`src/rtl/psath_pkg.sv`:
```
// Shared types and constants for the pressure sensor averager with trough hold.
// Used by the front, queue, back and top-level modules. No dependencies.
package psath_pkg;

  localparam int SAMPLE_W = 10;
  localparam int DATA_W   = 16;
  localparam int AGE_W    = 6;
  localparam int CFG_W    = 1;
  localparam int CFG_IDX_W = 2;

  localparam logic [1:0] CMD_SAMPLE  = 2'd0;
  localparam logic [1:0] CMD_TICK    = 2'd1;
  localparam logic [1:0] CMD_DISPLAY = 2'd2;

  localparam logic [1:0] VIEW_ABS    = 2'd0;
  localparam logic [1:0] VIEW_REL    = 2'd1;
  localparam logic [1:0] VIEW_TROUGH = 2'd2;

  localparam logic [1:0] OP_SUM  = 2'd0;
  localparam logic [1:0] OP_TICK = 2'd1;
  localparam logic [1:0] OP_DISP = 2'd2;

  localparam logic [CFG_IDX_W-1:0] REG_METRIC_ABS = 2'd0;
  localparam logic [CFG_IDX_W-1:0] REG_METRIC_REL = 2'd1;
  localparam logic [CFG_IDX_W-1:0] REG_METRIC_TRG = 2'd2;
  localparam logic [CFG_IDX_W-1:0] REG_LONG_HOLD  = 2'd3;

  localparam logic [DATA_W-1:0] ZERO_OFFSET = 16'd6554;
  localparam logic [DATA_W-1:0] ATMOS_MBAR  = 16'd1013;
  localparam logic [DATA_W-1:0] METRIC_MAX  = 16'd9999;
  localparam logic [DATA_W-1:0] TROUGH_STEP = 16'd10;
  localparam logic [AGE_W-1:0]  SHORT_AGE   = 6'd20;
  localparam logic [AGE_W-1:0]  LONG_AGE    = 6'd40;

  // reciprocal multipliers: x/5 = (x*52429)>>18, x/370 = (x*45344)>>24,
  // 10x/69 = (x*2431481)>>24, all exact over 16-bit x
  localparam logic [15:0] DIV5_MUL   = 16'd52429;
  localparam logic [15:0] DIV370_MUL = 16'd45344;
  localparam int          PSI_MUL_W  = 22;
  localparam logic [PSI_MUL_W-1:0] PSI_MUL = 22'd2431481;
  localparam int          PSI_PROD_W = DATA_W + PSI_MUL_W;

  localparam int QUEUE_DEPTH = 4;

  typedef struct packed {
    logic [1:0]        op;
    logic [1:0]        view;
    logic [DATA_W-1:0] sum;
    logic [DATA_W-1:0] boost;
  } entry_t;

  typedef struct packed {
    logic metric_absolute;
    logic metric_relative;
    logic metric_trough;
    logic long_hold;
  } cfg_t;

endpackage

```
`src/rtl/psath_front.sv`:
```
// Front end: accepts items, accumulates samples and classifies work for the back end.
// Depends on psath_pkg.
module psath_front #(
  parameter int SAMPLES_PER_SUM = 64,
  parameter int ADC_BITS = 10
) (
  input  logic                            clk,
  input  logic                            rst,
  input  logic                            accept,
  input  logic [1:0]                      command,
  input  logic [psath_pkg::SAMPLE_W-1:0]  sample,
  input  logic [1:0]                      view,
  input  logic [psath_pkg::DATA_W-1:0]    boost_mbar,
  output logic                            push,
  output psath_pkg::entry_t               push_entry
);

  localparam int CNT_W = $clog2(SAMPLES_PER_SUM + 1);

  logic [psath_pkg::DATA_W-1:0] running_sum;
  logic [psath_pkg::DATA_W-1:0] latched_sum;
  logic [CNT_W-1:0]             sample_count;
  logic [psath_pkg::DATA_W-1:0] sum_next;
  logic [CNT_W-1:0]             count_inc;
  logic                         complete;

  assign sum_next  = running_sum +
                     {{(psath_pkg::DATA_W-ADC_BITS){1'b0}}, sample[ADC_BITS-1:0]};
  assign count_inc = sample_count + 1'b1;
  assign complete  = count_inc >= CNT_W'(SAMPLES_PER_SUM);

  always_comb begin
    push            = 1'b0;
    push_entry.op   = psath_pkg::OP_SUM;
    push_entry.view = view;
    push_entry.sum  = latched_sum;
    push_entry.boost = boost_mbar;
    case (command)
      psath_pkg::CMD_SAMPLE: begin
        push           = accept && complete;
        push_entry.sum = sum_next;
      end
      psath_pkg::CMD_TICK: begin
        push          = accept;
        push_entry.op = psath_pkg::OP_TICK;
      end
      psath_pkg::CMD_DISPLAY: begin
        push          = accept && (view == psath_pkg::VIEW_ABS ||
                                   view == psath_pkg::VIEW_REL ||
                                   view == psath_pkg::VIEW_TROUGH);
        push_entry.op = psath_pkg::OP_DISP;
      end
      default: push = 1'b0;
    endcase
  end

  always_ff @(posedge clk) begin
    if (rst) begin
      running_sum  <= '0;
      latched_sum  <= '0;
      sample_count <= '0;
    end else if (accept && command == psath_pkg::CMD_SAMPLE) begin
      if (complete) begin
        running_sum  <= '0;
        latched_sum  <= sum_next;
        sample_count <= '0;
      end else begin
        running_sum  <= sum_next;
        sample_count <= count_inc;
      end
    end
  end

endmodule

```
`src/rtl/psath_fifo.sv`:
```
// Short queue of classified work between the front and back ends.
// Depends on psath_pkg.
module psath_fifo (
  input  logic              clk,
  input  logic              rst,
  input  logic              push,
  input  psath_pkg::entry_t push_entry,
  input  logic              pop,
  output logic              full,
  output logic              valid,
  output psath_pkg::entry_t head
);

  localparam int PTR_W = $clog2(psath_pkg::QUEUE_DEPTH);
  localparam int CNT_W = $clog2(psath_pkg::QUEUE_DEPTH + 1);

  psath_pkg::entry_t mem [psath_pkg::QUEUE_DEPTH];
  logic [PTR_W-1:0]  wr_ptr;
  logic [PTR_W-1:0]  rd_ptr;
  logic [CNT_W-1:0]  count;
  logic              do_push;
  logic              do_pop;

  assign full    = count == CNT_W'(psath_pkg::QUEUE_DEPTH);
  assign valid   = count != '0;
  assign head    = mem[rd_ptr];
  assign do_push = push && !full;
  assign do_pop  = pop && valid;

  always_ff @(posedge clk) begin
    if (do_push) begin
      mem[wr_ptr] <= push_entry;
    end
  end

  always_ff @(posedge clk) begin
    if (rst) begin
      wr_ptr <= '0;
      rd_ptr <= '0;
      count  <= '0;
    end else begin
      if (do_push) wr_ptr <= wr_ptr + 1'b1;
      if (do_pop)  rd_ptr <= rd_ptr + 1'b1;
      if (do_push && !do_pop) begin
        count <= count + 1'b1;
      end else if (do_pop && !do_push) begin
        count <= count - 1'b1;
      end
    end
  end

endmodule

```
`src/rtl/psath_back.sv`:
```
// Back end: mbar conversion, view selection, trough hold and unit scaling pipeline.
// Depends on psath_pkg.
module psath_back (
  input  logic                          clk,
  input  logic                          rst,
  input  psath_pkg::cfg_t               cfg,
  input  logic                          q_valid,
  input  psath_pkg::entry_t             q_head,
  output logic                          q_pop,
  output logic                          out_valid,
  input  logic                          out_stall,
  output logic                          kind,
  output logic [psath_pkg::DATA_W-1:0]  value,
  output logic                          differential,
  output logic                          flash
);

  localparam int DW = psath_pkg::DATA_W;
  localparam int AW = psath_pkg::AGE_W;
  localparam int PW = psath_pkg::PSI_PROD_W;

  logic adv;

  // stage 1
  logic          s1_valid;
  logic [1:0]    s1_op;
  logic [1:0]    s1_view;
  logic [DW-1:0] s1_sum;
  logic [DW-1:0] s1_boost;
  logic [31:0]   s1_prod5;
  logic [31:0]   s1_prod370;
  logic [DW-1:0] offset;

  // stage 2
  logic          s2_valid;
  logic          s2_kind;
  logic [DW-1:0] s2_v;
  logic          s2_cd;
  logic          s2_fl;
  logic          s2_metric;

  // stage 3
  logic          s3_valid;
  logic          s3_kind;
  logic [DW-1:0] s3_v;
  logic          s3_cd;
  logic          s3_fl;
  logic          s3_metric;
  logic [PW-1:0] s3_psi;

  // trough state
  logic [DW-1:0] trough_level;
  logic [AW-1:0] trough_age;
  logic [DW-1:0] trough_level_next;
  logic [AW-1:0] trough_age_next;

  logic [AW-1:0] age_limit;
  logic [DW-1:0] mbar;
  logic [DW-1:0] v_abs;
  logic [DW-1:0] v_rel;
  logic          lower;
  logic [DW-1:0] tl_eff;
  logic [AW-1:0] age_eff;
  logic          hold;
  logic [DW-1:0] disp_v;
  logic          disp_fl;
  logic          disp_metric;
  logic [DW-1:0] clamped;

  assign adv   = !out_valid || !out_stall;
  assign q_pop = adv && q_valid;

  assign offset = (q_head.sum > psath_pkg::ZERO_OFFSET) ?
                  q_head.sum - psath_pkg::ZERO_OFFSET : '0;

  always_ff @(posedge clk) begin
    if (adv) begin
      s1_op      <= q_head.op;
      s1_view    <= q_head.view;
      s1_sum     <= q_head.sum;
      s1_boost   <= q_head.boost;
      s1_prod5   <= offset * psath_pkg::DIV5_MUL;
      s1_prod370 <= offset * psath_pkg::DIV370_MUL;
    end
  end

  assign age_limit = cfg.long_hold ? psath_pkg::LONG_AGE : psath_pkg::SHORT_AGE;
  assign mbar      = DW'(s1_prod5[31:18]) + psath_pkg::ATMOS_MBAR - DW'(s1_prod370[31:24]);
  assign v_abs     = mbar - psath_pkg::ATMOS_MBAR;
  assign v_rel     = mbar - s1_boost;
  assign lower     = v_rel < trough_level;
  assign tl_eff    = lower ? v_rel : trough_level;
  assign age_eff   = lower ? '0 : trough_age;
  assign hold      = age_eff < age_limit;

  always_comb begin
    disp_v      = v_rel;
    disp_fl     = 1'b0;
    disp_metric = cfg.metric_relative;
    trough_level_next = trough_level;
    trough_age_next   = trough_age;
    case (s1_op)
      psath_pkg::OP_TICK: begin
        if (trough_age < age_limit) trough_age_next = trough_age + 1'b1;
      end
      psath_pkg::OP_DISP: begin
        case (s1_view)
          psath_pkg::VIEW_ABS: begin
            disp_v      = v_abs;
            disp_metric = cfg.metric_absolute;
          end
          psath_pkg::VIEW_TROUGH: begin
            disp_metric     = cfg.metric_trough;
            trough_age_next = age_eff;
            if (hold) begin
              disp_fl           = 1'b1;
              disp_v            = tl_eff;
              trough_level_next = tl_eff;
            end else begin
              trough_level_next = v_rel - psath_pkg::TROUGH_STEP;
            end
          end
          default: disp_metric = cfg.metric_relative;
        endcase
      end
      default: disp_v = v_rel;
    endcase
  end

  always_ff @(posedge clk) begin
    if (adv) begin
      s2_kind   <= s1_op == psath_pkg::OP_DISP;
      s2_v      <= (s1_op == psath_pkg::OP_DISP) ? disp_v : s1_sum;
      s2_cd     <= s1_op == psath_pkg::OP_DISP && s1_view != psath_pkg::VIEW_ABS;
      s2_fl     <= s1_op == psath_pkg::OP_DISP && disp_fl;
      s2_metric <= disp_metric;
      s3_kind   <= s2_kind;
      s3_v      <= s2_v;
      s3_cd     <= s2_cd;
      s3_fl     <= s2_fl;
      s3_metric <= s2_metric;
      s3_psi    <= {{(PW-DW){1'b0}}, s2_v} * {{(PW-psath_pkg::PSI_MUL_W){1'b0}}, psath_pkg::PSI_MUL};
    end
  end

  assign clamped = (s3_v > psath_pkg::METRIC_MAX) ? psath_pkg::METRIC_MAX : s3_v;

  always_ff @(posedge clk) begin
    if (adv) begin
      kind         <= s3_kind;
      differential <= s3_cd;
      flash        <= s3_fl;
      if (!s3_kind) begin
        value <= s3_v;
      end else if (s3_metric) begin
        value <= clamped;
      end else begin
        value <= DW'(s3_psi[PW-1:24]);
      end
    end
  end

  always_ff @(posedge clk) begin
    if (rst) begin
      s1_valid     <= 1'b0;
      s2_valid     <= 1'b0;
      s3_valid     <= 1'b0;
      out_valid    <= 1'b0;
      trough_level <= '0;
      trough_age   <= '0;
    end else if (adv) begin
      s1_valid  <= q_valid;
      s2_valid  <= s1_valid && s1_op != psath_pkg::OP_TICK;
      s3_valid  <= s2_valid;
      out_valid <= s3_valid;
      if (s1_valid) begin
        trough_level <= trough_level_next;
        trough_age   <= trough_age_next;
      end
    end
  end

endmodule

```
`src/rtl/pressure_sensor_averager_trough_hold_top.sv`:
```
// Top level of the pressure sensor averager with trough hold: config registers,
// front end, work queue and back-end pipeline. Depends on psath_pkg and submodules.
//
// Takes one item per clock while the queue is not full and delivers one result
// per clock while the output is not stalled. A result passes through the
// four-entry work queue, then three back-end stages (reciprocal multiplies for the
// mbar conversion, view and trough update, psi scaling multiply) into the output
// register. Ticks and samples that do not complete a sum produce no result. Input
// stall rises only once the queue fills behind a stalled output.
module pressure_sensor_averager_trough_hold_top #(
  parameter int SAMPLES_PER_SUM = 64,
  parameter int ADC_BITS = 10
) (
  input  logic                              clk,
  input  logic                              rst,
  input  logic                              in_valid,
  output logic                              in_stall,
  input  logic [1:0]                        command,
  input  logic [psath_pkg::SAMPLE_W-1:0]    sample,
  input  logic [1:0]                        view,
  input  logic [psath_pkg::DATA_W-1:0]      boost_mbar,
  output logic                              out_valid,
  input  logic                              out_stall,
  output logic                              kind,
  output logic [psath_pkg::DATA_W-1:0]      value,
  output logic                              differential,
  output logic                              flash,
  input  logic                              cfg_write,
  input  logic [psath_pkg::CFG_IDX_W-1:0]   cfg_index,
  input  logic [psath_pkg::CFG_W-1:0]       cfg_data
);

  psath_pkg::cfg_t   cfg;
  psath_pkg::entry_t push_entry;
  psath_pkg::entry_t q_head;
  logic              accept;
  logic              push;
  logic              q_full;
  logic              q_valid;
  logic              q_pop;

  assign in_stall = q_full;
  assign accept   = in_valid && !in_stall;

  always_ff @(posedge clk) begin
    if (rst) begin
      cfg <= '0;
    end else if (cfg_write) begin
      case (cfg_index)
        psath_pkg::REG_METRIC_ABS: cfg.metric_absolute <= cfg_data[0];
        psath_pkg::REG_METRIC_REL: cfg.metric_relative <= cfg_data[0];
        psath_pkg::REG_METRIC_TRG: cfg.metric_trough   <= cfg_data[0];
        psath_pkg::REG_LONG_HOLD:  cfg.long_hold       <= cfg_data[0];
        default: cfg <= cfg;
      endcase
    end
  end

  psath_front #(
    .SAMPLES_PER_SUM(SAMPLES_PER_SUM),
    .ADC_BITS(ADC_BITS)
  ) u_front (
    .clk(clk),
    .rst(rst),
    .accept(accept),
    .command(command),
    .sample(sample),
    .view(view),
    .boost_mbar(boost_mbar),
    .push(push),
    .push_entry(push_entry)
  );

  psath_fifo u_fifo (
    .clk(clk),
    .rst(rst),
    .push(push),
    .push_entry(push_entry),
    .pop(q_pop),
    .full(q_full),
    .valid(q_valid),
    .head(q_head)
  );

  psath_back u_back (
    .clk(clk),
    .rst(rst),
    .cfg(cfg),
    .q_valid(q_valid),
    .q_head(q_head),
    .q_pop(q_pop),
    .out_valid(out_valid),
    .out_stall(out_stall),
    .kind(kind),
    .value(value),
    .differential(differential),
    .flash(flash)
  );

  a_sum_plain: assert property (@(posedge clk) disable iff (rst)
    out_valid && !kind |-> !differential && !flash)
    else $error("sum result carries display flags");

  a_flash_rel: assert property (@(posedge clk) disable iff (rst)
    out_valid && flash |-> differential)
    else $error("trough flash outside relative view");

  a_disp_range: assert property (@(posedge clk) disable iff (rst)
    out_valid && kind |-> value <= psath_pkg::METRIC_MAX)
    else $error("display value out of range");

  a_reset_idle: assert property (@(posedge clk)
    $past(rst) |-> !out_valid)
    else $error("result present after reset");

endmodule
```
`config.mk`:
```
export PLATFORM = sky130hd
export DESIGN_NAME = pressure_sensor_averager_trough_hold_top
export DESIGN_NICKNAME = d
export VERILOG_FILES = /design/src/rtl/psath_pkg.sv /design/src/rtl/psath_front.sv /design/src/rtl/psath_fifo.sv /design/src/rtl/psath_back.sv /design/src/rtl/pressure_sensor_averager_trough_hold_top.sv
export SDC_FILE = /design/constraint.sdc
export NUM_CORES = 1
export LEC_CHECK = 0
export ABC_AREA = 1
export BUFFER_PORTS_ARGS = -buffer_cell sky130_fd_sc_hd__buf_2
export CORE_ASPECT_RATIO = 1.2
export CORE_UTILIZATION = 40
export CTS_CLUSTER_SIZE = 10
export DETAILED_ROUTE_END_ITERATION = 7
export GPL_ROUTABILITY_DRIVEN = 0
export PLACE_DENSITY = 0.69
export SLEW_MARGIN = 20
export SYNTH_ARGS = -nofsm -noshare
export SYNTH_HDL_FRONTEND = slang
export SYNTH_HIERARCHICAL = 1
export SYNTH_SLANG_ARGS = --single-unit
```
`constraint.sdc`:
```
create_clock -name clk -period 7.2 [get_ports clk]
set_input_delay 0.36 -clock clk [delete_from_list [all_inputs] [get_ports clk]]
set_output_delay 0.36 -clock clk [all_outputs]
set_load 0.01 [all_outputs]
```
Word level (Yosys, flattened, before mapping)
Memories as Yosys holds them, arrays and structs flattened. A register that Yosys moved wholly into a read port is not among the register bits.
Cells that the tools add are included.
{"block": "classes", "order_cmp": 6, "addsub": 13, "mux": 30, "eq_ne": 14, "n_reduce_logical": 35, "multipliers": 3}
{"op": "$mux 16", "count": 10}
{"op": "$mul 16x22->38 const B", "count": 1}
{"op": "$mul 16x16->32 const B", "count": 1}
{"op": "$pmux 16 s2", "count": 1}
{"op": "$mul 16x11->27 const B", "count": 1}
{"op": "$mux 6", "count": 4}
{"op": "$add 16x10->16", "count": 1}
{"op": "$gt 16x13->1 const B", "count": 1}
{"op": "$gt 16x14->1 const B", "count": 1}
{"op": "$lt 16x16->1", "count": 1}
{"op": "$sub 16x10->16 const B", "count": 1}
{"op": "$sub 16x13->16 const B", "count": 1}
{"op": "$sub 16x16->16", "count": 1}
{"op": "$sub 16x4->16 const B", "count": 1}
{"op": "$sub 16x8->16", "count": 1}
{"op": "$add 14x10->15 const B", "count": 1}
{"op": "$eq 2x2->1 const B", "count": 6}
{"op": "$logic_and 1x1->1", "count": 12}
{"op": "$lt 6x6->1", "count": 2}
{"op": "$pmux 6 s2", "count": 1}
{"op": "$reduce_and 2->1", "count": 5}
{"op": "$eq 2x1->1 const B", "count": 4}
{"op": "$logic_not 2->1", "count": 4}
{"op": "$add 7x1->7 const B", "count": 1}
{"op": "21 further kinds", "count": 38}
{"block": "totals", "output_inout_bits": 21, "ramBits": 144, "in_bits": 38, "word_cells": 139, "reg_bits": 268, "memories": 1}
{"memory": "u_fifo.mem", "depth": 4, "word_bits": 36, "read_ports": 1, "rd_clocked_by_memory_dff": 1, "write_ports": 1, "line": "psath_fifo.sv:17", "rtl": "psath_pkg::entry_t mem [psath_pkg::QUEUE_DEPTH];"}

Longest topological paths before layout
{"block": "logic_depth", "ltp_word": 10, "mapped_depth": 42, "ltp_nobuf": 41}

Cells and area by module
The synthesis kept the hierarchy.
{"module": "psath_back", "cells_per_inst": 2592, "seq_area_each_um2": 4454.3, "instances": 1, "area_per_inst_um2": 22260.1}
{"module": "psath_fifo", "cells_per_inst": 417, "seq_area_each_um2": 4504.3, "instances": 1, "area_per_inst_um2": 5853.1}
{"module": "psath_front", "cells_per_inst": 380, "seq_area_each_um2": 780.7, "instances": 1, "area_per_inst_um2": 2542.4}
{"module": "pressure_sensor_averager_trough_hold_top", "cells_per_inst": 33, "seq_area_each_um2": 80.1, "instances": 1, "area_per_inst_um2": 195.2}

Worst setup path after synthesis
Ideal clock, no wire load.
{"block": "synth_path", "path_kind": "reg-to-reg", "from": "reg (tool-made name)", "to": "reg u_back.s1_prod5[29] (data pin)", "path_slack_ns": -0.285, "arrival_time_ns": 7.223, "n_path_buf": 2, "period_less_slack_ns": 7.485, "t_required_ns": 6.938, "path_stages_with_launch": 33, "setup_time_ns": 0.262, "path_cell_list": "dfxtp_1 buf_6 clkinv_2 buf_2 o21ai_1 o22ai_1 inv_1 nor4_1 nand3_1 o2111ai_1 nand2_1 inv_1 o21ai_0 a21oi_1 ha_1 fa_1 inv_1 fa_1 fa_1 inv_1 fa_1 inv_1 fa_1 inv_1 ha_1 nand4_1 nor3_1 nand4_1 nand3_1 a21oi_1 o21ai_0 a21oi_1 xor2_1"}
{"element": "end signal: assignment", "line": "psath_back.sv:82", "rtl": "s1_prod5 <= offset * psath_pkg::DIV5_MUL;"}
{"element": "end: declaration", "line": "psath_back.sv:30", "rtl": "logic [31:0] s1_prod5;"}

==> results.txt <==
Worst R2R End -> u_back/s1_prod5[29]
Startpoint types -> flip-flop
Main flop type after synthesis -> sky130_fd_sc_hd__edfxtp_1
Number of port buffers -> 58
Iter 0 DRT Violations -> 1418
Filler cell count -> 7353
Area growth syn-to-layout -> 11.0%
Number of top-level design ports -> 59
Clock Path Buffers -> 3
Post-detailed-route via-to-cell ratio -> 5.07
Mapped Area -> 30900 sq um
Via count of the routed design -> 23316
Fraction of final layout cells sized beyond drive strength 1 -> 8.34%
Largest net degree at the start of global routing -> 75
Routed WL per cell -> 15.8 um
Post-synthesis mux area share -> 0%
Final worst path period share -> 96.1%
Initial standard-cell utilization of the core -> 40.4%
Worst hold margin -> 0.0259 ns
Mapped Nets -> 4118
Post-layout utilization of the core -> 44.8%
Fraction of registers with async set or reset after synthesis -> 0%
Antenna violations before repair -> 0
Number of warnings reported in the yosys synthesis log -> 6
Required time of the worst setup path -> 7.53 ns
Worst hold start -> boost_mbar[11]
Total number of nets in the final design -> 4250
Final Hold Vio Count -> 0
Complex-gate fraction of the synthesized area -> 9.12%
Number of iterations in the first detailed-routing pass -> 5
Number of levels the H-tree was split into -> 2
Synth Area in Adders -> 32.0%
Peak per-stage delay on the critical path -> 0.56 ns
Top fanout value on the critical path -> 10
Number of flip-flops and latches in the synthesized netlist -> 353
Die W -> 256 um
Run status -> finished clean
Clock tree from TritonCTS -> yes
Inserted Diodes -> 0
Hold Path Depth -> 1
Setup slack on the worst flop-to-flop path -> 0.28 ns
Max-cap violations -> 0
Clock latency on the worst-skew pair -> 0.59 ns
Top achievable clock speed -> 145 MHz
Number of global-route vias before repair -> 23472
Total number of clock tree sinks -> 353
Placeable core area -> 76400 sq um
Slew Viols, Final -> 0
Die outline area -> 78200 sq um
Slew headroom -> 33.0%
Distinct cells, synth -> 58
Buf+Inv Stages, Crit Path -> 9
Xor/xnor cell area share of the yosys netlist -> 2.34%
Final critical path time including I/O delays and setup -> 6.92 ns
Final setup viols -> 0
Wire length of the first global-routing pass -> 118000 um
Share of synthesized area occupied by flip-flops and latches -> 31.8%
Slowest stage cell on the critical path -> sky130_fd_sc_hd__fa_1
Site row count -> 111
Tightest Pin Transition -> 1.01 ns
Area share of and/or/nand/nor cells after synthesis -> 15.2%
Remaining Overflow, GRT -> 0
Count of flip-flops with a built-in enable after synthesis -> 275
Hold Path Sink -> u_fifo/mem[0][11]
Max Clock Skew -> 0.0342 ns
Final ANT Viol Nets -> 0
Routed WL -> 72500 um
Dominant combinational cell family by area after synthesis -> adder cells
Half-perimeter wire length after detailed placement -> 56500 um
Setup TNS -> 0 ns
Worst R2R Path Depth -> 32
Kind of capture point of the worst setup path -> flip-flop
Tot GR Track Use -> 18.6%
Hold Path Class -> input pin to flip-flop
Clk slew on worst S/H paths -> 0.06 ns
Syn_area_per_cell -> 9.02 sq um
Arrival time worst endpoint -> 7.25 ns
Height of the die -> 306 um
Category of the most critical setup path -> flip-flop to flip-flop
Post-route DRC -> 0
Cell count after synthesis -> 3422
Root buffer selected by CTS -> sky130_fd_sc_hd__clkbuf_16
Num CTS Buffers -> 42
Cell class contributing the biggest share of worst-path delay -> adder cells
[synthesized netlist by cell type (all sizes together), types with 2 or more instances]
library cell,count,share of area [%]
clkbuf,18,0.25
o211ai,3,0.073
o2111ai,2,0.057
buf,48,1.2
o22a,7,0.20
xor2,57,1.9
a21oi,193,3.1
o21bai,8,0.19
o22ai,37,0.75
clkinv,2,0.028
o21ai,215,3.5
nand3,168,2.8
a31oi,17,0.34
nand3b,9,0.22
nor2,298,3.9
edfxtp,275,27
o31ai,3,0.073
nand2,548,6.9
and2,4,0.081
or2,7,0.14
inv,660,8.1
a221oi,4,0.11
dfxtp,78,5.1
nor4,9,0.18
o221ai,2,0.057
a21o,6,0.15
fa,218,14
nor3,26,0.45
a211oi,5,0.12
o21a,9,0.22
ha,440,18
nand4,24,0.49
xnor2,17,0.48
[through the flow]
| step | setup slack (ns) | cell area (sq um) | cells |
|---|---|---|---|
| after floorplan | 0.0315 | 30900 | 3422 |
| after global placement | 0.172 | 32600 | 4507 |
| after detailed placement | 0.0335 | 32600 | 4507 |
| after CTS | 0.0421 | 34100 | 4595 |
| after global routing | -0.0722 | 34200 | 4600 |
| final | 0.281 | 34200 | 4600 |
[metal layers]
metal	vias to the layer above	GRT usage, %	wire (um)
li1	11524	-	-
met3	187	2.10	3310
met4	0	7.60	2940
met2	611	33.6	36300
met5	-	0	0
met1	10994	22.4	29900
[worst reg2reg max path: cells and delay by family, from the launching register on]
kind / cells / cell delay, ns
AND/OR/NAND/NOR: 9 / 1.24
XOR/XNOR: 1 / 0.14
buffers and inverters: 9 / 0.93
adder cells (fa/ha/maj): 7 / 3.26
AO/OA/AOI/OAI: 6 / 0.72
flip-flops: 1 / 0.40
[cell families after synthesis]
group                      Yosys count
and+or+nand+nor                   1094
buffers and inverters              728
AOI/OAI and AO/OA                  515
DFF                                353
adders and majority gates          658
xor gates and xnor gates            74
[repair_timing]
action / in CTS / in global routing
hold endpoints to repair: 60 / 0
buffers inserted: 0 / 2
endpoints found under the setup margin: 0 / 14
hold buffers: 15 / 0
resized for setup: 0 / 30
[area by class of cell]
cell class | instances | area, sq um | area share, %
Multi-Input combinational cell | 2341 | 18200 | 53.3
Clock inverter | 5 | 86.3 | 0.252
Clock buffer | 68 | 1190 | 3.48
Inverter | 662 | 2500 | 7.29
Tap cell | 1017 | 1270 | 3.72
Sequential cell | 353 | 9820 | 28.7
Timing Repair Buffer | 154 | 1130 | 3.31
[worst max-delay path by stage]
stage | start | endpoint | slack [ns] | cells after the start
global route | flip-flop | u_back/s1_prod5[29] | -0.07 | 34
finish | flip-flop | u_back/s1_prod5[29] | 0.28 | 32
global placement | flip-flop | u_back/s1_prod5[29] | 0.17 | 32
CTS | flip-flop | u_back/s1_prod5[29] | 0.04 | 30
detailed placement | flip-flop | u_back/s1_prod5[29] | 0.03 | 30
floorplan | flip-flop | u_back/s1_prod5[29] | 0.03 | 32
[cell usage in the layout (no fill, tap or decap), types with 22 or more instances in the layout]
master                      instances
sky130_fd_sc_hd__fa_1             218
sky130_fd_sc_hd__buf_2             58
sky130_fd_sc_hd__nand4_1           24
sky130_fd_sc_hd__dfxtp_1           76
sky130_fd_sc_hd__o21ai_1           48
sky130_fd_sc_hd__o21ai_0          164
sky130_fd_sc_hd__buf_4             75
sky130_fd_sc_hd__nand2_1          524
sky130_fd_sc_hd__nand3_1          161
sky130_fd_sc_hd__edfxtp_1         275
sky130_fd_sc_hd__nor3_1            22
sky130_fd_sc_hd__a21oi_1          184
sky130_fd_sc_hd__clkbuf_1          24
sky130_fd_sc_hd__inv_1            645
sky130_fd_sc_hd__clkbuf_16         47
sky130_fd_sc_hd__nor2_1           272
sky130_fd_sc_hd__xor2_1            50
sky130_fd_sc_hd__ha_1             438
sky130_fd_sc_hd__o22ai_1           36
[flip-flops by register name, indices dropped and copies added (netlist names), 14 cells and up, named ones only]
register             cells
u_back/s1_prod5         14
u_back/s3_psi           14
u_back/value            16
u_back/s1_sum           16
u_fifo/mem             144
u_front/latched_sum     16
u_back/trough_level     16
u_back/s3_v             16
u_back/s1_boost         16
u_front/running_sum     16
u_back/s2_v             16
Power is not shown: default switching activity piles up to over one toggle a cycle in this logic, so the estimate is an artifact.
